**config.mk**
```make
export PLATFORM = sky130hd
export DESIGN_NAME = sorted_segment_range_table_core_flat
export DESIGN_NICKNAME = d
export VERILOG_FILES = /design/src/hdl/sstc_pkg.sv /design/src/hdl/sstc_if.sv /design/src/hdl/sstc_ram.sv /design/src/hdl/sorted_segment_range_table_core.sv /design/src/flat_wrapper.sv
export VERILOG_INCLUDE_DIRS = /design/src /design/src/hdl
export SDC_FILE = /design/constraint.sdc
export NUM_CORES = 2
export LEC_CHECK = 0
export BUFFER_PORTS_ARGS = -buffer_cell sky130_fd_sc_hd__buf_2
export CAP_MARGIN = 20
export CELL_PAD_IN_SITES_DETAIL_PLACEMENT = 1
export CELL_PAD_IN_SITES_GLOBAL_PLACEMENT = 1
export CORE_MARGIN = 2
export CORE_UTILIZATION = 50
export DETAILED_ROUTE_END_ITERATION = 16
export GPL_TIMING_DRIVEN = 0
export PLACE_DENSITY_LB_ADDON = 0.25
export SETUP_SLACK_MARGIN = 0.05
export SLEW_MARGIN = 10
export SYNTH_ARGS = -nofsm -noshare
export SYNTH_HDL_FRONTEND = slang
export SYNTH_HIERARCHICAL = 1
export SYNTH_SLANG_ARGS = --single-unit
```
**constraint.sdc**
```tcl
create_clock -name clk -period 35.6 [get_ports clk]
set_clock_uncertainty 0.1 [all_clocks]
set_input_delay 5.34 -clock clk [delete_from_list [all_inputs] [get_ports clk]]
set_output_delay 5.34 -clock clk [all_outputs]
set_load 0.1 [all_outputs]
```
**src/hdl/sorted_segment_range_table_core_defines.svh**
```systemverilog
// Assertion macros shared by the segment table RTL.
`ifndef SORTED_SEGMENT_RANGE_TABLE_CORE_DEFINES_SVH
`define SORTED_SEGMENT_RANGE_TABLE_CORE_DEFINES_SVH

// Same-cycle implication, checked out of reset.
`define SSTC_ASSERT_NOW(lbl, ante, cons) \
    lbl: assert property (@(posedge clk) disable iff (!rst_n) (ante) |-> (cons)) \
        else $error("sstc check failed");

// Next-cycle implication, checked out of reset.
`define SSTC_ASSERT_NEXT(lbl, ante, cons) \
    lbl: assert property (@(posedge clk) disable iff (!rst_n) (ante) |=> (cons)) \
        else $error("sstc check failed");

`endif

```
**src/hdl/sstc_pkg.sv**
```systemverilog
// Types and constants of the sorted segment range table.
`timescale 1ns / 1ps
package sstc_pkg;
    localparam int MAX_SEGMENTS = 16;
    localparam int ADDR_W       = 48;
    localparam int PAGE_BITS    = 12;
    localparam int IDX_W        = $clog2(MAX_SEGMENTS);
    localparam int CNT_W        = $clog2(MAX_SEGMENTS + 1);
    localparam int OFS_W        = 48;
    localparam int PROT_W       = 4;

    localparam logic [ADDR_W-1:0] AMAX      = {ADDR_W{1'b1}};
    localparam logic [ADDR_W-1:0] PAGE_MASK = AMAX >> (ADDR_W - PAGE_BITS);

    localparam logic [1:0] OP_CLEAR    = 2'd0;
    localparam logic [1:0] OP_INSERT   = 2'd1;
    localparam logic [1:0] OP_CONTAINS = 2'd2;
    localparam logic [1:0] OP_READ     = 2'd3;

    localparam logic [1:0] STAT_OK      = 2'd0;
    localparam logic [1:0] STAT_FULL    = 2'd1;
    localparam logic [1:0] STAT_OVERLAP = 2'd2;
    localparam logic [1:0] STAT_RANGE   = 2'd3;

    localparam logic [1:0] REG_PAGE_ALIGN = 2'd0;

    typedef struct packed {
        logic [1:0]        op;
        logic [ADDR_W-1:0] seg_start;
        logic [ADDR_W-1:0] seg_size;
        logic [PROT_W-1:0] seg_prot;
        logic              seg_shared;
        logic [OFS_W-1:0]  seg_offset;
        logic [ADDR_W-1:0] query_addr;
        logic [IDX_W-1:0]  entry_index;
    } in_word_t;

    typedef struct packed {
        logic [1:0]        status;
        logic              hit;
        logic              is_contiguous;
        logic [CNT_W-1:0]  entry_count;
        logic [ADDR_W-1:0] out_start;
        logic [ADDR_W-1:0] out_end;
        logic [PROT_W-1:0] out_prot;
    } out_word_t;

    typedef struct packed {
        logic [ADDR_W-1:0] seg_start;
        logic [ADDR_W-1:0] seg_end;
        logic [PROT_W-1:0] prot;
        logic              shared;
        logic [OFS_W-1:0]  offset;
    } entry_t;

    localparam int ENTRY_W = $bits(entry_t);

    typedef enum logic [3:0] {
        S_IDLE,
        S_ROUND,
        S_SCAN,
        S_CHECK,
        S_SHIFT,
        S_WRITE,
        S_READ,
        S_READ_WAIT,
        S_DONE
    } state_t;
endpackage

```
**src/hdl/sstc_if.sv**
```systemverilog
// Valid/ready channel interfaces for the segment table input and result words.
`timescale 1ns / 1ps
interface sstc_in_if import sstc_pkg::*; ();
    logic     valid;
    logic     ready;
    in_word_t data;
    modport source (output valid, output data, input ready);
    modport sink (input valid, input data, output ready);
endinterface

interface sstc_out_if import sstc_pkg::*; ();
    logic      valid;
    logic      ready;
    out_word_t data;
    modport source (output valid, output data, input ready);
    modport sink (input valid, input data, output ready);
endinterface

```
**src/hdl/sstc_ram.sv**
```systemverilog
// Generic single-write, single-read RAM with registered read data.
`timescale 1ns / 1ps
module sstc_ram #(
    parameter int WIDTH = 8,
    parameter int DEPTH = 16
) (
    input  logic                     clk,
    input  logic                     we,
    input  logic [$clog2(DEPTH)-1:0] waddr,
    input  logic [WIDTH-1:0]         wdata,
    input  logic                     re,
    input  logic [$clog2(DEPTH)-1:0] raddr,
    output logic [WIDTH-1:0]         rdata
);
    logic [WIDTH-1:0] mem [DEPTH];

    always_ff @(posedge clk)
    begin
        if (we)
        begin
            mem[waddr] <= wdata;
        end
        if (re)
        begin
            rdata <= mem[raddr];
        end
    end
endmodule

```
**src/hdl/sorted_segment_range_table_core.sv**
```systemverilog
// Sorted segment table: clear, insert, contains and read-nth over a single entry RAM.
// Insert rounds the bounds, scans for the insertion point, checks for overlap,
// shifts later entries up and writes the new one; contains scans all valid entries;
// read-nth reads one entry.
// Rate: one word at a time; a new word is accepted only in the idle state.
// Reset: entry count 0, contiguous flag 1, page alignment on; RAM is not cleared.
`timescale 1ns / 1ps
`include "sorted_segment_range_table_core_defines.svh"
module sorted_segment_range_table_core import sstc_pkg::*; (
    input  logic               clk,
    input  logic               rst_n,
    sstc_in_if.sink            in_ch,
    sstc_out_if.source         out_ch,
    input  logic               psel,
    input  logic               penable,
    input  logic               pwrite,
    input  logic [1:0]         paddr,
    input  logic [31:0]        pwdata,
    output logic [31:0]        prdata,
    output logic               pready
);
    state_t state_reg, state_next;

    in_word_t          req_reg;
    logic [ADDR_W:0]   sum_reg;
    logic [ADDR_W-1:0] ns_reg, e_reg;
    logic [CNT_W-1:0]  count_reg, iss_reg, pos_reg;
    logic              contig_reg, page_en_reg;
    logic              pend_reg, found_reg, hit_reg;
    logic [IDX_W-1:0]  pidx_reg;
    logic [ADDR_W-1:0] prev_end_reg, next_start_reg;
    logic [1:0]        status_reg;
    entry_t            rd_ent_reg;
    logic              out_valid_reg;
    out_word_t         out_data_reg;

    logic              ram_we, ram_re;
    logic [IDX_W-1:0]  ram_waddr, ram_raddr;
    entry_t            ram_wdata, ram_rdata;
    logic [ENTRY_W-1:0] ram_rbits;

    logic              in_acc, out_load;
    logic              overlap, gap;
    logic [ADDR_W-1:0] pm, e0, lim, rnd, e_new;
    logic [CNT_W-1:0]  iss_dec;

    assign ram_rdata = entry_t'(ram_rbits);

    sstc_ram #(.WIDTH(ENTRY_W), .DEPTH(MAX_SEGMENTS)) u_ram (
        .clk   (clk),
        .we    (ram_we),
        .waddr (ram_waddr),
        .wdata (ram_wdata),
        .re    (ram_re),
        .raddr (ram_raddr),
        .rdata (ram_rbits)
    );

    assign pready     = 1'b1;
    assign prdata     = {31'b0, page_en_reg};
    assign in_ch.ready = (state_reg == S_IDLE);
    assign in_acc     = in_ch.valid && (state_reg == S_IDLE);
    assign out_ch.valid = out_valid_reg;
    assign out_ch.data  = out_data_reg;
    assign out_load   = (state_reg == S_DONE) && (!out_valid_reg || out_ch.ready);

    // Bound rounding; the end saturates to the largest address.
    assign pm    = page_en_reg ? PAGE_MASK : '0;
    assign e0    = sum_reg[ADDR_W] ? AMAX : sum_reg[ADDR_W-1:0];
    assign lim   = AMAX - pm;
    assign rnd   = (e0 + pm) & ~pm;
    assign e_new = ((e0 == AMAX) || (e0 > lim)) ? AMAX : rnd;

    assign overlap = ((pos_reg != '0) && (ns_reg < prev_end_reg)) ||
                     (found_reg && (next_start_reg < e_reg));
    assign gap     = ((pos_reg != '0) && (ns_reg > prev_end_reg)) ||
                     (found_reg && (next_start_reg > e_reg));
    assign iss_dec = iss_reg - 1'b1;

    // Next state.
    always_comb
    begin
        state_next = state_reg;
        case (state_reg)
            S_IDLE:
            begin
                if (in_acc)
                begin
                    case (in_ch.data.op)
                        OP_INSERT:
                        begin
                            if (count_reg >= CNT_W'(MAX_SEGMENTS))
                            begin
                                state_next = S_DONE;
                            end
                            else
                            begin
                                state_next = S_ROUND;
                            end
                        end
                        OP_CONTAINS: state_next = S_SCAN;
                        OP_READ:     state_next = S_READ;
                        default:     state_next = S_DONE;
                    endcase
                end
            end
            S_ROUND: state_next = S_SCAN;
            S_SCAN:
            begin
                if (!ram_re && !pend_reg)
                begin
                    state_next = (req_reg.op == OP_INSERT) ? S_CHECK : S_DONE;
                end
            end
            S_CHECK: state_next = overlap ? S_DONE : S_SHIFT;
            S_SHIFT:
            begin
                if (!ram_re && !pend_reg)
                begin
                    state_next = S_WRITE;
                end
            end
            S_WRITE: state_next = S_DONE;
            S_READ:  state_next = ram_re ? S_READ_WAIT : S_DONE;
            S_READ_WAIT: state_next = S_DONE;
            S_DONE:
            begin
                if (out_load)
                begin
                    state_next = S_IDLE;
                end
            end
            default: state_next = S_IDLE;
        endcase
    end

    // RAM controls.
    always_comb
    begin
        ram_re    = 1'b0;
        ram_raddr = iss_reg[IDX_W-1:0];
        ram_we    = 1'b0;
        ram_waddr = pidx_reg + 1'b1;
        ram_wdata = ram_rdata;
        case (state_reg)
            S_SCAN:
            begin
                ram_re = (iss_reg < count_reg);
            end
            S_SHIFT:
            begin
                ram_re    = (iss_reg > pos_reg);
                ram_raddr = iss_dec[IDX_W-1:0];
                ram_we    = pend_reg;
            end
            S_WRITE:
            begin
                ram_we    = 1'b1;
                ram_waddr = pos_reg[IDX_W-1:0];
                ram_wdata = '{seg_start: ns_reg, seg_end: e_reg, prot: req_reg.seg_prot,
                              shared: req_reg.seg_shared, offset: req_reg.seg_offset};
            end
            S_READ:
            begin
                ram_re    = ({1'b0, req_reg.entry_index} < count_reg);
                ram_raddr = req_reg.entry_index;
            end
            default:
            begin
                ram_re = 1'b0;
            end
        endcase
    end

    always_ff @(posedge clk or negedge rst_n)
    begin
        if (!rst_n)
        begin
            state_reg     <= S_IDLE;
            count_reg     <= '0;
            contig_reg    <= 1'b1;
            page_en_reg   <= 1'b1;
            out_valid_reg <= 1'b0;
            pend_reg      <= 1'b0;
        end
        else
        begin
            state_reg <= state_next;
            if (psel && penable && pwrite && (paddr == REG_PAGE_ALIGN))
            begin
                page_en_reg <= pwdata[0];
            end
            if (out_load)
            begin
                out_valid_reg <= 1'b1;
            end
            else if (out_ch.ready)
            begin
                out_valid_reg <= 1'b0;
            end
            if (in_acc && (in_ch.data.op == OP_CLEAR))
            begin
                count_reg  <= '0;
                contig_reg <= 1'b1;
            end
            if (state_reg == S_WRITE)
            begin
                count_reg <= count_reg + 1'b1;
                if (gap)
                begin
                    contig_reg <= 1'b0;
                end
            end
            pend_reg <= ram_re && ((state_reg == S_SCAN) || (state_reg == S_SHIFT));
        end
    end

    // Datapath registers.
    always_ff @(posedge clk)
    begin
        if (in_acc)
        begin
            req_reg    <= in_ch.data;
            sum_reg    <= {1'b0, in_ch.data.seg_start} + {1'b0, in_ch.data.seg_size};
            status_reg <= ((in_ch.data.op == OP_INSERT) &&
                           (count_reg >= CNT_W'(MAX_SEGMENTS))) ? STAT_FULL : STAT_OK;
            hit_reg    <= 1'b0;
            rd_ent_reg <= '0;
            iss_reg    <= '0;
            pos_reg    <= '0;
            found_reg  <= 1'b0;
            ns_reg     <= in_ch.data.query_addr;
        end
        if (state_reg == S_ROUND)
        begin
            ns_reg <= req_reg.seg_start & ~pm;
            e_reg  <= e_new;
        end
        if (state_reg == S_SCAN)
        begin
            if (ram_re)
            begin
                iss_reg <= iss_reg + 1'b1;
            end
            pidx_reg <= iss_reg[IDX_W-1:0];
            if (pend_reg)
            begin
                // Contains query holds the address in ns_reg.
                if ((ns_reg >= ram_rdata.seg_start) && (ns_reg < ram_rdata.seg_end))
                begin
                    hit_reg <= 1'b1;
                end
                if (ram_rdata.seg_start <= ns_reg)
                begin
                    pos_reg      <= {1'b0, pidx_reg} + 1'b1;
                    prev_end_reg <= ram_rdata.seg_end;
                end
                else if (!found_reg)
                begin
                    found_reg      <= 1'b1;
                    next_start_reg <= ram_rdata.seg_start;
                end
            end
        end
        if (state_reg == S_CHECK)
        begin
            iss_reg <= count_reg;
            if (overlap)
            begin
                status_reg <= STAT_OVERLAP;
            end
        end
        if (state_reg == S_SHIFT)
        begin
            if (ram_re)
            begin
                iss_reg <= iss_dec;
            end
            pidx_reg <= iss_dec[IDX_W-1:0];
        end
        if ((state_reg == S_READ) && !ram_re)
        begin
            status_reg <= STAT_RANGE;
        end
        if (state_reg == S_READ_WAIT)
        begin
            rd_ent_reg <= ram_rdata;
        end
        if (out_load)
        begin
            out_data_reg.status        <= status_reg;
            out_data_reg.hit           <= (req_reg.op == OP_CONTAINS) && hit_reg;
            out_data_reg.is_contiguous <= contig_reg;
            out_data_reg.entry_count   <= count_reg;
            out_data_reg.out_start     <= rd_ent_reg.seg_start;
            out_data_reg.out_end       <= rd_ent_reg.seg_end;
            out_data_reg.out_prot      <= rd_ent_reg.prot;
        end
    end

    `SSTC_ASSERT_NOW(a_count_bound, 1'b1, count_reg <= CNT_W'(MAX_SEGMENTS))
    `SSTC_ASSERT_NOW(a_write_states, ram_we, (state_reg == S_SHIFT) || (state_reg == S_WRITE))
    `SSTC_ASSERT_NEXT(a_accept_busy, in_acc, state_reg != S_IDLE)
endmodule
```
**src/flat_wrapper.sv**
```systemverilog
// flat-port wrapper written by rule: the top's interface ports become plain ports
module sorted_segment_range_table_core_flat import sstc_pkg::*;
  (clk, rst_n, psel, penable, pwrite, paddr, pwdata, prdata, pready, in_ch_valid, in_ch_data, in_ch_ready, out_ch_valid, out_ch_data, out_ch_ready);
  sstc_in_if in_ch_i ();
  sstc_out_if out_ch_i ();
  input  logic clk;
  input  logic rst_n;
  input  logic psel;
  input  logic penable;
  input  logic pwrite;
  input  logic [1:0] paddr;
  input  logic [31:0] pwdata;
  output logic [31:0] prdata;
  output logic pready;
  input wire logic [$bits(in_ch_i.valid)-1:0] in_ch_valid;
  input wire logic [$bits(in_ch_i.data)-1:0] in_ch_data;
  output wire logic [$bits(in_ch_i.ready)-1:0] in_ch_ready;
  output wire logic [$bits(out_ch_i.valid)-1:0] out_ch_valid;
  output wire logic [$bits(out_ch_i.data)-1:0] out_ch_data;
  input wire logic [$bits(out_ch_i.ready)-1:0] out_ch_ready;
  assign in_ch_i.valid = in_ch_valid;
  assign in_ch_i.data = in_ch_data;
  assign in_ch_ready = in_ch_i.ready;
  assign out_ch_valid = out_ch_i.valid;
  assign out_ch_data = out_ch_i.data;
  assign out_ch_i.ready = out_ch_ready;
  sorted_segment_range_table_core u_core (.clk(clk), .rst_n(rst_n), .in_ch(in_ch_i), .out_ch(out_ch_i), .psel(psel), .penable(penable), .pwrite(pwrite), .paddr(paddr), .pwdata(pwdata), .prdata(prdata), .pready(pready));
endmodule
```
Word-level counts from Yosys, hierarchy flattened
Memory sizes are Yosys's and may differ from the RTL's. A register that Yosys moved wholly into a read port is not among the register bits.
Index checks and enable logic that the tools add are counted.
{"block": "classes", "n_addsub": 8, "n_lt_le_gt_ge": 12, "n_eq_ne": 18, "muxes": 55, "bitwise_logic": 5, "reduce_logical": 37}
{"cell": "$mux W149", "count": 3}
{"cell": "$gt A48 B48 Y1", "count": 3}
{"cell": "$lt A48 B48 Y1", "count": 3}
{"cell": "$mux W48", "count": 3}
{"cell": "$and A48 B48 Y48", "count": 2}
{"cell": "$mux W5", "count": 12}
{"cell": "$add A48 B48 Y49", "count": 1}
{"cell": "$add A48 B48 Y48", "count": 1}
{"cell": "$eq A48 B48 Y1 const B", "count": 1}
{"cell": "$ge A48 B48 Y1", "count": 1}
{"cell": "$le A48 B48 Y1", "count": 1}
{"cell": "$not A48 Y48", "count": 1}
{"cell": "$sub A48 B48 Y48 const A", "count": 1}
{"cell": "$mux W4", "count": 11}
{"cell": "$pmux W4 S8", "count": 1}
{"cell": "$mux W1", "count": 17}
{"cell": "$eq A4 B3 Y1 const B", "count": 4}
{"cell": "$logic_and A1 B1 Y1", "count": 16}
{"cell": "$mux W12", "count": 1}
{"cell": "$pmux W4 S3", "count": 1}
{"cell": "$add A5 B1 Y5 const B", "count": 2}
{"cell": "$reduce_bool A2 Y1", "count": 5}
{"cell": "$eq A4 B2 Y1 const B", "count": 2}
{"cell": "$ne A2 B1 Y1 const B", "count": 4}
{"cell": "other kinds (24)", "count": 38}
{"block": "totals", "ff_bits": 588, "mem_bits_rw": 2384, "in_bits": 244, "wordCells": 169, "n_memories": 1}
{"memory": "u_core.u_ram.mem", "depth": 16, "width": 149, "rd": 1, "rd_ports_with_merged_regs": 1, "wr": 1, "line_no": "sstc_ram.sv:15", "text": "logic [WIDTH-1:0] mem [DEPTH];"}

Longest topological paths before layout
{"block": "logic_depth", "depth_word": 8, "depth_mapped": 16, "mapped_depth_nobuf": 11}

By module
The synthesis kept the hierarchy.
{"module": "sstc_ram", "instances": 1, "cells_each": 3892, "area_each_um2": 93961.4, "seq_area_each_um2": 76063.0}
{"module": "sorted_segment_range_table_core", "instances": 1, "cells_each": 2901, "area_each_um2": 31422.6, "seq_area_each_um2": 17454.2}

Worst setup path after synthesis
Ideal clock, no wire load.
{"block": "synth_path", "path_type": "flip-flop to flip-flop", "from": "reg u_core.state_reg[1]", "to": "mem u_core/u_ram/mem[0][0] (netlist name) (enable)", "arrival_time_ns": 12.082, "t_required_ns": 34.660, "path_slack_ns": 22.578, "path_stages_with_launch": 9, "n_path_buf": 3, "period_less_slack_ns": 13.022, "cell_sequence": "dfrtp_1 clkbuf_1 nor2b_1 nand2_1 clkbuf_1 clkbuf_1 a21oi_1 or3b_2 nor3_1"}
{"block": "synth_via", "elab_cells_between_ends": 6}
{"element": "from (decl)", "line_no": "sorted_segment_range_table_core.sv:22", "text": "state_t state_reg, state_next;"}
{"element": "from (signal assigned)", "line_no": "sorted_segment_range_table_core.sv:188", "text": "state_reg <= state_next;"}
{"element": "$eq A4 B3 Y1", "line_no": "sorted_segment_range_table_core.sv:145", "text": "case (state_reg)"}
{"element": "$mux W4", "line_no": "sorted_segment_range_table_core.sv:145"}
{"element": "net u_core.ram_waddr[2]", "line_no": "sorted_segment_range_table_core.sv:38", "text": "logic [IDX_W-1:0] ram_waddr, ram_raddr;"}
{"element": "to (decl)", "line_no": "sstc_ram.sv:15"}
The timed path passes the listed nets, and every way through them passes these cells.

Worst setup path after layout
{"block": "layout_path", "from": "reg u_core.state_reg[1]", "to": "out in_ch_ready"}
{"block": "layout_via", "elab_chain_len": 1}
{"element": "$logic_not A4 Y1", "line_no": "sorted_segment_range_table_core.sv:61", "text": "assign in_ch.ready = (state_reg == S_IDLE);"}
{"element": "to (decl)", "line_no": "flat_wrapper.sv:17", "text": "output wire logic [$bits(in_ch_i.ready)-1:0] in_ch_ready;"}
Every way passes these cells.

==> out/qor.yml <==
hold_viol: 0
syn_inst: 5360
post_cts_buffers: 0
tightest_slew_ns: 1.217
crit_chain: "clkbuf_1 > nor2_1 > nand2_1 > inv_1 > buf_2"
p_leak_uw: 0.03801
ant_nets: 0
grt_overflow: 0
hold_ws_ns: 0.3182
p_clk_share_pct: 25.4
antenna_found_initial: 15
h-tree-depth: 4
required_ns: 30.16
cts_tree: "yes"
drc_errors: 0
vias_per_cell: 6.213
grt_pass1_wl_um: 422600
core_sq_um: 184800
cts_root_buffer: "clkbuf_16"
portBuffers: 275
drive_gt1_share_pct: 23.60
crit_arrival_ns: 2.50
outcome: "finished, final reports clean"
pwr-share-comb_pct: 34.1
internal_power_uw: 6044
hold_buffers: 0
rows: 158
hold_class: "register to register"
largest_register_ffs: 1600
switching_power_uw: 3471
vdd_drop_max_mv: 0.05609
firstDrtPassIters: 5
cts.repair.resized: 0
clkTransAtPathRegs_ns: 0.06
fin_crit_ns: 7.943
clkLatencyLatePin_ns: 0.91
die_height_um: 434.6
grt_max_degree: 63
fp.dieW_um: 434.6
wl_per_cell_um: 33.85
finalSetupTns_ns: 0
synth_area_per_cell_sq_um: 17.30
place_congestion: 0.9665
grtUsageTotal_pct: 31.99
io-pin-count: 388
final_cells: 8825
timing.fmax_mhz: 125.9
drv_slew: 0
max_cap_viol_count: 0
vias: 54830
endpoint_kind: "output pin"
synth_area_sq_um: 92710
routed_wl_um: 298800
syn2layout_area_growth_pct: 16.76
dp_hpwl_um: 215700
cts_buffer_depth: 3
power_density_nw_per_um2: 87.91
drt-initial-drc-count: 6658
relSlewSlack_pct: 18.88
numCtsBuffers: 223
critPathLaunchType: "register"
cts_sinks: 2239
critical_path_class: "register to output pin"
final_nets: 6649
critPathSlowestCell: "buf_2"
switching_share_pct: 36.48
r2r_setup_slack_ns: 29.59
yosys_warnings: 6
largest-register: "u_core/u_ram/mem"
start_util_pct: 50.16
setup_viol: 0
dp.cells: 8376
critical_path_peak_fanout: 10
grt_pass1_vias: 56970
post-route-period-util_pct: 22.31
dieArea_sq_um: 188900
rsz0062_at_grt: "false"
seqPwrFrac_pct: 40.5
max_stage_delay_ns: 0.46
-- worst paths after layout --
check,start,endpoint,cells after the start
worst min-delay path,u_core/rd_ent_reg[94]$_SDFFCE_PN0P_,u_core/out_ch.data[45]$_DFFE_PP_,0
worst min register to register,u_core/rd_ent_reg[94]$_SDFFCE_PN0P_,u_core/out_ch.data[45]$_DFFE_PP_,0
max in group asynchronous,rst_n,u_core/contig_reg$_DFF_PN1_,1
worst max register to register,u_core/state_reg[1]$_DFFE_PN0P_,u_core/u_ram/mem[4][100]$_DFFE_PP_,14
worst max-delay path,u_core/state_reg[1]$_DFFE_PN0P_,in_ch_ready,5
min in group asynchronous,rst_n,u_core/count_reg[1]$_DFFE_PN0P_,1
-- cell type report --
class,instances,area (sq um)
sequential,2239,67030
buffer,302,1559
inverter,239,902.1
clock inverter,155,1750
antenna,18,45.04
multi-input combinational,2610,23530
clock buffer,267,5798
fill,16580,76600
tap,2480,3103
timing repair buffer,515,4528
-- power groups by stage --
stage | combinational, uW | sequential, uW | clock [uW]
6_report | 3240 | 3860 | 2420
5_1_grt | 3430 | 3850 | 2530
4_1_cts | 3200 | 3840 | 2450
3_5_place_dp | 3160 | 3890 | 0
3_3_place_gp | 2870 | 3970 | 0
2_1_floorplan | 1820 | 3850 | 0
-- through the flow --
step	instance area, sq um	power [uW]	setup WS [ns]	utilization, %
floorplan	92820	5668	24.62	-
global placement	97300	6843	15.57	52.64
detailed placement	100600	7051	26.91	54.42
CTS	108100	9492	27.65	58.50
global route	108200	9813	27.55	58.54
finish	108200	9516	27.66	58.56
-- layer usage --
layer / wire [um] / vias to the layer above / part of all wire (%) / GRT usage [%]
met4: 16320 / 8 / 5.5 / 15.80
met1: 109400 / 28750 / 37 / 40.96
met5: 67 / - / 0.022 / 0
met3: 26440 / 615 / 8.8 / 6.243
met2: 146500 / 2788 / 49 / 52.53
li1: - / 22670 / - / -
-- critical path, delay by kind of cell (launching register included) --
kind | cells | cell delay [ns]
buf+inv | 3 | 0.87
flops | 1 | 0.39
simple gates | 2 | 0.37
-- cell usage in the layout, fill, tap and decap left out, types with 61 or more instances in the layout --
cell and n:
o21ai_1 90, buf_6 61, buf_2 360, clkbuf_1 176, ha_1 274, nor2_1 151
mux4_2 377, inv_1 237, clkbuf_16 225, a21o_1 76, edfxtp_1 2212, o21ai_0 116
a21oi_1 144, nand2_1 439, a22oi_1 174, buf_4 159, and2_1 62
Note: power is estimated with default switching activity, not from simulation.
